**src/rtl/owb_pkg.sv**
```systemverilog
package owb_pkg;

   localparam int CSR_WIDTH = 12;
   localparam int REG_COUNT = 8;
   localparam int REG_INDEX_WIDTH = 3;
   localparam int BYTE_WIDTH = 8;
   localparam int BIT_INDEX_WIDTH = 3;
   localparam int CMD_WIDTH = 3;

   // Command codes on the request channel.
   localparam logic [CMD_WIDTH-1:0] CMD_RESET      = 3'd0;
   localparam logic [CMD_WIDTH-1:0] CMD_WRITE_BYTE = 3'd1;
   localparam logic [CMD_WIDTH-1:0] CMD_READ_BYTE  = 3'd2;
   localparam logic [CMD_WIDTH-1:0] CMD_WRITE_BIT  = 3'd3;
   localparam logic [CMD_WIDTH-1:0] CMD_READ_BIT   = 3'd4;

   // Timing register indexes.
   localparam logic [REG_INDEX_WIDTH-1:0] REG_RESET_LOW     = 3'd0;
   localparam logic [REG_INDEX_WIDTH-1:0] REG_PRESENCE_WAIT = 3'd1;
   localparam logic [REG_INDEX_WIDTH-1:0] REG_RESET_TAIL    = 3'd2;
   localparam logic [REG_INDEX_WIDTH-1:0] REG_WRITE_LOW     = 3'd3;
   localparam logic [REG_INDEX_WIDTH-1:0] REG_WRITE_HOLD    = 3'd4;
   localparam logic [REG_INDEX_WIDTH-1:0] REG_READ_LOW      = 3'd5;
   localparam logic [REG_INDEX_WIDTH-1:0] REG_READ_SAMPLE   = 3'd6;
   localparam logic [REG_INDEX_WIDTH-1:0] REG_READ_TAIL     = 3'd7;

   typedef logic [REG_COUNT-1:0][CSR_WIDTH-1:0] cfg_array_type;

   localparam cfg_array_type CFG_RESET_VALUES = {
      12'd54, 12'd5, 12'd5, 12'd54, 12'd14, 12'd480, 12'd70, 12'd480
   };

   typedef struct packed {
      logic                  start_req;
      logic [CMD_WIDTH-1:0]  command;
      logic [BYTE_WIDTH-1:0] write_data;
      logic                  line_in;
   } req_type;

   typedef struct packed {
      logic                  drive_low;
      logic                  busy_res;
      logic                  done_res;
      logic                  presence_level;
      logic [BYTE_WIDTH-1:0] read_data;
   } rsp_type;

   // A tick after classification: go marks a legal command start.
   typedef struct packed {
      logic                  go;
      logic [CMD_WIDTH-1:0]  op;
      logic [BYTE_WIDTH-1:0] bits;
      logic                  line_in;
   } item_type;

   typedef struct packed {
      logic     valid;
      item_type item;
   } queue_head_type;

   typedef enum logic [3:0] {
      PH_IDLE = 4'b0001,
      PH_LOW  = 4'b0010,
      PH_MID  = 4'b0100,
      PH_TAIL = 4'b1000
   } phase_type;

endpackage

```
**src/rtl/owb_front.sv**
```systemverilog
module owb_front (
   input  owb_pkg::req_type  req_data,
   output owb_pkg::item_type item
);
   import owb_pkg::*;

   logic legal;

   always_comb begin
      legal = req_data.command inside {CMD_RESET, CMD_WRITE_BYTE, CMD_READ_BYTE,
                                       CMD_WRITE_BIT, CMD_READ_BIT};
      item.go      = req_data.start_req & legal;
      item.op      = req_data.command;
      item.line_in = req_data.line_in;
      case (req_data.command)
         CMD_WRITE_BYTE: item.bits = req_data.write_data;
         CMD_WRITE_BIT:  item.bits = {{(BYTE_WIDTH-1){1'b0}}, |req_data.write_data};
         default:        item.bits = '0;
      endcase
   end

endmodule

```
**src/rtl/owb_queue.sv**
```systemverilog
module owb_queue (
   input  logic                     clock,
   input  logic                     reset,
   input  logic                     push,
   input  owb_pkg::item_type        push_item,
   output logic                     full,
   input  logic                     pop,
   output owb_pkg::queue_head_type  head
);
   import owb_pkg::*;

   item_type   entry_ff [2];
   item_type   entry_in [2];
   logic       wr_ptr_ff, wr_ptr_in;
   logic       rd_ptr_ff, rd_ptr_in;
   logic [1:0] count_ff, count_in;
   logic       do_push, do_pop;

   assign full       = (count_ff == 2'd2);
   assign do_push    = push & ~full;
   assign do_pop     = pop & (count_ff != 2'd0);
   assign head.valid = (count_ff != 2'd0);
   assign head.item  = entry_ff[rd_ptr_ff];

   always_comb begin
      entry_in  = entry_ff;
      wr_ptr_in = wr_ptr_ff;
      rd_ptr_in = rd_ptr_ff;
      count_in  = count_ff;
      if (do_push) begin
         entry_in[wr_ptr_ff] = push_item;
         wr_ptr_in = ~wr_ptr_ff;
      end
      if (do_pop) begin
         rd_ptr_in = ~rd_ptr_ff;
      end
      case ({do_push, do_pop})
         2'b10:   count_in = count_ff + 2'd1;
         2'b01:   count_in = count_ff - 2'd1;
         default: count_in = count_ff;
      endcase
   end

   always_ff @(posedge clock) begin
      entry_ff <= entry_in;
      if (reset) begin
         wr_ptr_ff <= 1'b0;
         rd_ptr_ff <= 1'b0;
         count_ff  <= 2'd0;
      end else begin
         wr_ptr_ff <= wr_ptr_in;
         rd_ptr_ff <= rd_ptr_in;
         count_ff  <= count_in;
      end
   end

endmodule

```
**src/rtl/owb_back.sv**
```systemverilog
module owb_back #(
   parameter int TICK_COUNT_WIDTH = 12
) (
   input  logic                    clock,
   input  logic                    reset,
   input  owb_pkg::cfg_array_type  cfg,
   input  owb_pkg::queue_head_type head,
   output logic                    pop,
   output logic                    rsp_valid,
   input  logic                    rsp_stall,
   output owb_pkg::rsp_type        rsp_data
);
   import owb_pkg::*;

   localparam int TW = TICK_COUNT_WIDTH;

   logic [TW-1:0]              span [REG_COUNT];
   logic [CMD_WIDTH-1:0]       op_ff, op_in;
   phase_type                  phase_ff, phase_in;
   logic [TW-1:0]              cnt_ff, cnt_in;
   logic [BIT_INDEX_WIDTH-1:0] bit_ff, bit_in;
   logic [BYTE_WIDTH-1:0]      shift_ff, shift_in;
   logic                       pres_ff, pres_in;
   logic [BYTE_WIDTH-1:0]      rcv_ff, rcv_in;
   logic                       rsp_valid_ff;
   rsp_type                    rsp_data_ff, rsp_data_in;
   logic                       fire;

   // A tick count whose used bits are zero behaves as one tick.
   always_comb begin
      for (int r = 0; r < REG_COUNT; r++) begin
         span[r] = (TW'(cfg[r]) == '0) ? TW'(1) : TW'(cfg[r]);
      end
   end

   assign fire      = head.valid & (~rsp_valid_ff | ~rsp_stall);
   assign pop       = fire;
   assign rsp_valid = rsp_valid_ff;
   assign rsp_data  = rsp_data_ff;

   always_comb begin
      logic          is_write;
      logic          is_read;
      logic          is_byte;
      logic [TW-1:0] low_span;
      logic [TW-1:0] mid_span;
      logic          drive;
      logic          busy;
      logic          done;

      op_in    = op_ff;
      phase_in = phase_ff;
      cnt_in   = cnt_ff;
      bit_in   = bit_ff;
      shift_in = shift_ff;
      pres_in  = pres_ff;
      rcv_in   = rcv_ff;
      drive    = 1'b0;
      busy     = 1'b0;
      done     = 1'b0;

      if (phase_ff == PH_IDLE && head.item.go) begin
         op_in    = head.item.op;
         bit_in   = '0;
         shift_in = head.item.bits;
         phase_in = PH_LOW;
      end

      is_write = (op_in == CMD_WRITE_BYTE) || (op_in == CMD_WRITE_BIT);
      is_read  = (op_in == CMD_READ_BYTE) || (op_in == CMD_READ_BIT);
      is_byte  = (op_in == CMD_WRITE_BYTE) || (op_in == CMD_READ_BYTE);
      low_span = (op_in == CMD_RESET) ? span[REG_RESET_LOW]
               : (is_write ? span[REG_WRITE_LOW] : span[REG_READ_LOW]);
      mid_span = (op_in == CMD_RESET) ? span[REG_PRESENCE_WAIT]
               : (is_write ? span[REG_WRITE_HOLD] : span[REG_READ_SAMPLE]);

      if (phase_ff == PH_IDLE && head.item.go) begin
         cnt_in = low_span;
      end

      if (phase_in != PH_IDLE) begin
         busy = 1'b1;
         if (phase_in == PH_LOW) begin
            drive = 1'b1;
         end else if (phase_in == PH_MID && is_write) begin
            drive = ~shift_in[bit_in];
         end
         cnt_in = cnt_in - TW'(1);
         if (cnt_in == '0) begin
            case (phase_in)
               PH_LOW: begin
                  phase_in = PH_MID;
                  cnt_in   = mid_span;
               end
               PH_MID: begin
                  if (op_in == CMD_RESET) begin
                     pres_in  = head.item.line_in;
                     phase_in = PH_TAIL;
                     cnt_in   = span[REG_RESET_TAIL];
                  end else if (is_read) begin
                     shift_in[bit_in] = shift_in[bit_in] | head.item.line_in;
                     phase_in = PH_TAIL;
                     cnt_in   = span[REG_READ_TAIL];
                  end else begin
                     done = 1'b1;
                  end
               end
               default: begin
                  done = 1'b1;
               end
            endcase
            // The end of a slot either opens the next bit of a byte or closes the command.
            if (done) begin
               if (op_in != CMD_RESET && is_byte && bit_in != '1) begin
                  done     = 1'b0;
                  bit_in   = bit_in + BIT_INDEX_WIDTH'(1);
                  phase_in = PH_LOW;
                  cnt_in   = low_span;
               end else begin
                  if (is_read) begin
                     rcv_in = shift_in;
                  end
                  phase_in = PH_IDLE;
               end
            end
         end
      end

      rsp_data_in.drive_low      = drive;
      rsp_data_in.busy_res       = busy;
      rsp_data_in.done_res       = done;
      rsp_data_in.presence_level = pres_in;
      rsp_data_in.read_data      = rcv_in;
   end

   always_ff @(posedge clock) begin
      if (fire) begin
         rsp_data_ff <= rsp_data_in;
         cnt_ff      <= cnt_in;
         bit_ff      <= bit_in;
         shift_ff    <= shift_in;
      end
      if (reset) begin
         op_ff        <= CMD_RESET;
         phase_ff     <= PH_IDLE;
         pres_ff      <= 1'b1;
         rcv_ff       <= '0;
         rsp_valid_ff <= 1'b0;
      end else begin
         if (fire) begin
            op_ff    <= op_in;
            phase_ff <= phase_in;
            pres_ff  <= pres_in;
            rcv_ff   <= rcv_in;
         end
         if (fire) begin
            rsp_valid_ff <= 1'b1;
         end else if (~rsp_stall) begin
            rsp_valid_ff <= 1'b0;
         end
      end
   end

endmodule

```
**src/rtl/one_wire_bus_master.sv**
```systemverilog
// Channel    Direction  Handshake              Content
// req_       in         req_valid / req_stall  one bus tick: start, command, data, line level
// rsp_       out        rsp_valid / rsp_stall  one result per tick: drive, busy, done, data
// csr_       in         csr_wr_en              timing register write, index and value
//
// Every request is one bus tick and yields exactly one response; one request per clock
// is sustained while rsp_stall is low. A taken request is written into the two-entry
// queue, and the tick engine pops it from the head and registers its response.
// req_stall rises only when the queue holds two requests that the stalled response
// side has not drained. Reset is synchronous and restores the default timing.
module one_wire_bus_master #(
   parameter int TICK_COUNT_WIDTH = 12
) (
   input  logic                                  clock,
   input  logic                                  reset,
   input  logic                                  req_valid,
   output logic                                  req_stall,
   input  owb_pkg::req_type                      req_data,
   output logic                                  rsp_valid,
   input  logic                                  rsp_stall,
   output owb_pkg::rsp_type                      rsp_data,
   input  logic                                  csr_wr_en,
   input  logic [owb_pkg::REG_INDEX_WIDTH-1:0]   csr_index,
   input  logic [owb_pkg::CSR_WIDTH-1:0]         csr_wdata
);
   import owb_pkg::*;

   cfg_array_type  cfg_ff, cfg_in;
   item_type       item;
   queue_head_type head;
   logic           full;
   logic           pop;

   always_comb begin
      cfg_in = cfg_ff;
      if (csr_wr_en) begin
         cfg_in[csr_index] = csr_wdata;
      end
   end

   always_ff @(posedge clock) begin
      if (reset) begin
         cfg_ff <= CFG_RESET_VALUES;
      end else begin
         cfg_ff <= cfg_in;
      end
   end

   assign req_stall = full;

   owb_front u_front (
      .req_data (req_data),
      .item     (item)
   );

   owb_queue u_queue (
      .clock     (clock),
      .reset     (reset),
      .push      (req_valid),
      .push_item (item),
      .full      (full),
      .pop       (pop),
      .head      (head)
   );

   owb_back #(
      .TICK_COUNT_WIDTH (TICK_COUNT_WIDTH)
   ) u_back (
      .clock     (clock),
      .reset     (reset),
      .cfg       (cfg_ff),
      .head      (head),
      .pop       (pop),
      .rsp_valid (rsp_valid),
      .rsp_stall (rsp_stall),
      .rsp_data  (rsp_data)
   );

endmodule

```
**config.mk**
```make
export PLATFORM = sky130hd
export DESIGN_NAME = one_wire_bus_master
export DESIGN_NICKNAME = d
export VERILOG_FILES = /design/src/rtl/owb_pkg.sv /design/src/rtl/owb_front.sv /design/src/rtl/owb_queue.sv /design/src/rtl/owb_back.sv /design/src/rtl/one_wire_bus_master.sv
export SDC_FILE = /design/constraint.sdc
export NUM_CORES = 1
export LEC_CHECK = 0
export ABC_AREA = 1
export BUFFER_PORTS_ARGS = -buffer_cell sky130_fd_sc_hd__buf_2
export CELL_PAD_IN_SITES_DETAIL_PLACEMENT = 0
export CELL_PAD_IN_SITES_GLOBAL_PLACEMENT = 2
export CORE_ASPECT_RATIO = 1.1
export CORE_MARGIN = 3
export CORE_UTILIZATION = 38
export DETAILED_ROUTE_END_ITERATION = 16
export HOLD_SLACK_MARGIN = 0.06
export PLACE_DENSITY = 0.82
export REMOVE_ABC_BUFFERS = 1
export SLEW_MARGIN = 20
export SYNTH_ARGS = -nofsm -noshare
export SYNTH_HDL_FRONTEND = slang
export SYNTH_SLANG_ARGS = --single-unit
```
**constraint.sdc**
```tcl
create_clock -name clock -period 8 [get_ports clock]
set_input_delay 1.6 -clock clock [delete_from_list [all_inputs] [get_ports clock]]
set_output_delay 1.6 -clock clock [all_outputs]
set_load 0.02 [all_outputs]
```
==> impl_metrics.json <==
{
  "async_reset_ff_frac": 0,
  "crit_family": "simple AND/OR/NAND/NOR gates",
  "num_rows": 60,
  "yosys.area.top_type_share": 0.240,
  "ant_nets": 0,
  "path_buf_inv": 3,
  "n_fill_cell": 2642,
  "cts_tree": "done",
  "initial_utilization": 0.393,
  "dp.final_hpwl_um": 22400,
  "crit_path_end_kind": "register",
  "cts_num_sinks": 178,
  "synth_seq_area_share": 0.427,
  "min_period_ns": 4.97,
  "clockRootBuffer": "clkbuf_16",
  "setup_tns_ns": 0,
  "h-tree-depth": 4,
  "place_area_um2": 10200,
  "cp_slowest_cell": "dfxtp_1",
  "fin_area_um2": 10800,
  "area_growth_pct": 10.7,
  "synth_area_leaders": "dfxtp_1 24%, edfxtp_1 19%, nand2_1 16%",
  "finalWirelength_um": 31400,
  "syn-instance-count": 1424,
  "cts.clk_slew.worst_paths_ns": 0.08,
  "p_sw_w": 0.00239,
  "multi_input_area_um2": 4820,
  "coreArea_um2": 24800,
  "yosys_warnings": 0,
  "power.density_nw_per_um2": 434,
  "cp.depth": 22,
  "finalSetupViolCount": 0,
  "yosys.area.top_type": "dfxtp_1",
  "synth_area_per_cell_um2": 6.87,
  "timing.rr.start": "u_queue.rd_ptr_ff$_SDFFE_PP0P_",
  "cap_violations": 0,
  "regArea_um2": 4170,
  "io_buffers": 46,
  "slew_headroom": 0.342,
  "whs_ns": 0.480,
  "die_w_um": 159,
  "insertion_delay_ns": 0.44,
  "slew_violations": 0,
  "drt_iter0_drc": 639,
  "pwr-share-comb": 0.542,
  "drc": 0,
  "postCtsSetupBuffers": 0,
  "post_cts_resized": 0,
  "swShare": 0.509,
  "critPathLaunchType": "register",
  "min-delay-start": "cfg_ff[80]$_SDFFE_PP0P_",
  "p_total_w": 0.00469,
  "grt_antenna_before_repair": 0,
  "first_global_vias": 8609,
  "arrival_ns": 5.13,
  "worst_pin_slew_ns": 0.974,
  "worst-r2r-cell-count": 22,
  "ys.flop_type": "dfxtp_1",
  "cp_slowest_stage_delay_ns": 0.60,
  "skew_ns": 0.0207,
  "dr.pass1.iters": 5,
  "synth_most_common_cell": "nand2_1",
  "synth-edff-count": 61,
  "dieArea_um2": 27700,
  "vias_per_cell": 5.10,
  "fmax_ghz": 0.201,
  "io_pins": 47,
  "synthTopCellsByCount": "427 x nand2_1, 192 x nor2_1, 127 x inv_1",
  "clkPwrFrac": 0.184,
  "worstHoldPathType": "register to register",
  "grt_pass1_wl_um": 48700,
  "ctsHoldBuffers": 0,
  "cp.required_ns": 8.16,
  "synth_area_um2": 9780,
  "status": "finished, final reports clean",
  "drive_above_1_share": 0.0968,
  "gp_congestion": 0.839,
  "finalCritPeriodShare": 0.621,
  "via_count": 9116,
  "crit_path_max_fanout": 46,
  "rsz0062_at_grt": "false",
  "ys_types": 47,
  "r2r_slack_ns": 3.03,
  "cts_buffer_depth": 2,
  "intPower_w": 0.00230,
  "crit_end": "u_back.cnt_ff[0]$_DFFE_PP_",
  "grt_start_max_net_pins": 97,
  "vdd_drop_max_mv": 0.168,
  "r2r-end": "u_back.cnt_ff[0]$_DFFE_PP_",
  "layout.nets": 1471,
  "num_antenna_cells": 0,
  "cts_buffers": 17,
  "p_leak_nw": 4.95,
  "p_seq_frac": 0.273,
  "worstSetupPathType": "register to register",
  "hold_viol_final": 0,
  "cp-startpoint": "u_queue.rd_ptr_ff$_SDFFE_PP0P_",
  "grt_overflow_total": 0,
  "wl_per_cell_um": 17.6,
  "ys_ff_latch": 178,
  "grtUsageTotal": 0.224,
  "fp.dieH_um": 174,
  "cp_cell_sequence": "inv_2, nand2_2, nand2_4, nand2_4, nand2_2, nand2_4, nand3_4, nand3_1, nand3_1, nand2_2, ha_1, inv_1, a21oi_1, nand3_1, nand2_1, nand3_1, nor3_4, nand2_4, inv_2, o21ai_1, nand2_1, o21ai_0"
}
[worst min-delay path: cells and delay by family, from the launching register on]
family          cells  cell delay, ns
compound gates      1            0.05
buf+inv             1            0.07
flops               1            0.32
[stage by stage]
step           worst slack [ns]  instances   util
2_1_floorplan              4.05       1359      -
3_3_place_gp               3.15       1755  0.411
3_5_place_dp               3.06       1755  0.411
4_1_cts                    3.03       1787  0.435
5_1_grt                    2.47       1787  0.435
6_report                   3.03       1787  0.435
[layout make-up]
| cell class | instances | share of cell area |
|---|---|---|
| Clock buffer | 17 | 0.0393 |
| Multi-Input combinational cell | 1047 | 0.445 |
| Inverter | 134 | 0.0465 |
| Clock inverter | 15 | 0.0164 |
| Timing Repair Buffer | 55 | 0.0275 |
| Sequential cell | 178 | 0.386 |
| Tap cell | 341 | 0.0394 |
[cell usage in the layout (no fill, tap or decap), drive strengths merged, types with 2 or more instances in the layout]
master and n:
o2111ai 3, a21oi 60, nand4 7, clkinv 4, nor3 9, nand3b 2, inv 144, nor4 16
nor2 199, nand2 449, a211oi 2, or2 11, clkbuf 17, o21ai 126, o211ai 19, a31oi 12
edfxtp 61, ha 5, dfxtp 117, buf 55, nand3 115
[cells by family after synthesis]
logic type,count (synthesis),share of synthesized area
flops,178,0.427
simple gates,808,0.353
compound gates,231,0.130
mux,1,0.00102
buf+inv,199,0.0816
fa+ha+maj,5,0.00640
xor+xnor,2,0.00179
[power groups by stage]
stage / combinational (W) / clock, W / sequential, W
2_1_floorplan: 0.00172 / 0 / 0.00132
3_3_place_gp: 0.00255 / 0 / 0.00130
3_5_place_dp: 0.00256 / 0 / 0.00130
4_1_cts: 0.00257 / 0.000888 / 0.00128
5_1_grt: 0.00286 / 0.000927 / 0.00131
6_report: 0.00254 / 0.000865 / 0.00128
[flip-flops by register name, indices dropped and copies added, names as in the netlist]
register	count
u_queue.rd_ptr_ff	1
u_back.op_ff	3
u_back.pres_ff	1
u_back.rcv_ff	8
cfg_ff	96
u_back.rsp_data	12
u_back.bit_ff	3
u_back.phase_ff	4
u_queue.entry_ff	26
u_back.cnt_ff	12
u_back.rsp_valid	1
u_queue.count_ff	2
u_queue.wr_ptr_ff	1
u_back.shift_ff	8
[per-layer routing]
metal	GRT usage	wire length [um]	vias up
met4	0.0806	916	0
li1	-	-	4670
met5	0	0	-
met1	0.281	13700	4228
met3	0.0279	1020	42
met2	0.398	15800	176
[worst min path at each step]
stage	end	slack, ns	cells after the start
6_report	cfg_ff[80]$_SDFFE_PP0P_	0.48	2
5_1_grt	cfg_ff[87]$_SDFFE_PP0P_	0.50	2
4_1_cts	cfg_ff[70]$_SDFFE_PP0P_	0.48	2
3_5_place_dp	cfg_ff[70]$_SDFFE_PP0P_	0.47	2
3_3_place_gp	u_queue.count_ff[1]$_SDFFE_PP0P_	0.46	1
2_1_floorplan	cfg_ff[28]$_SDFFE_PP0P_	0.44	2
No activity file was read; power rests on OpenSTA's default activity.
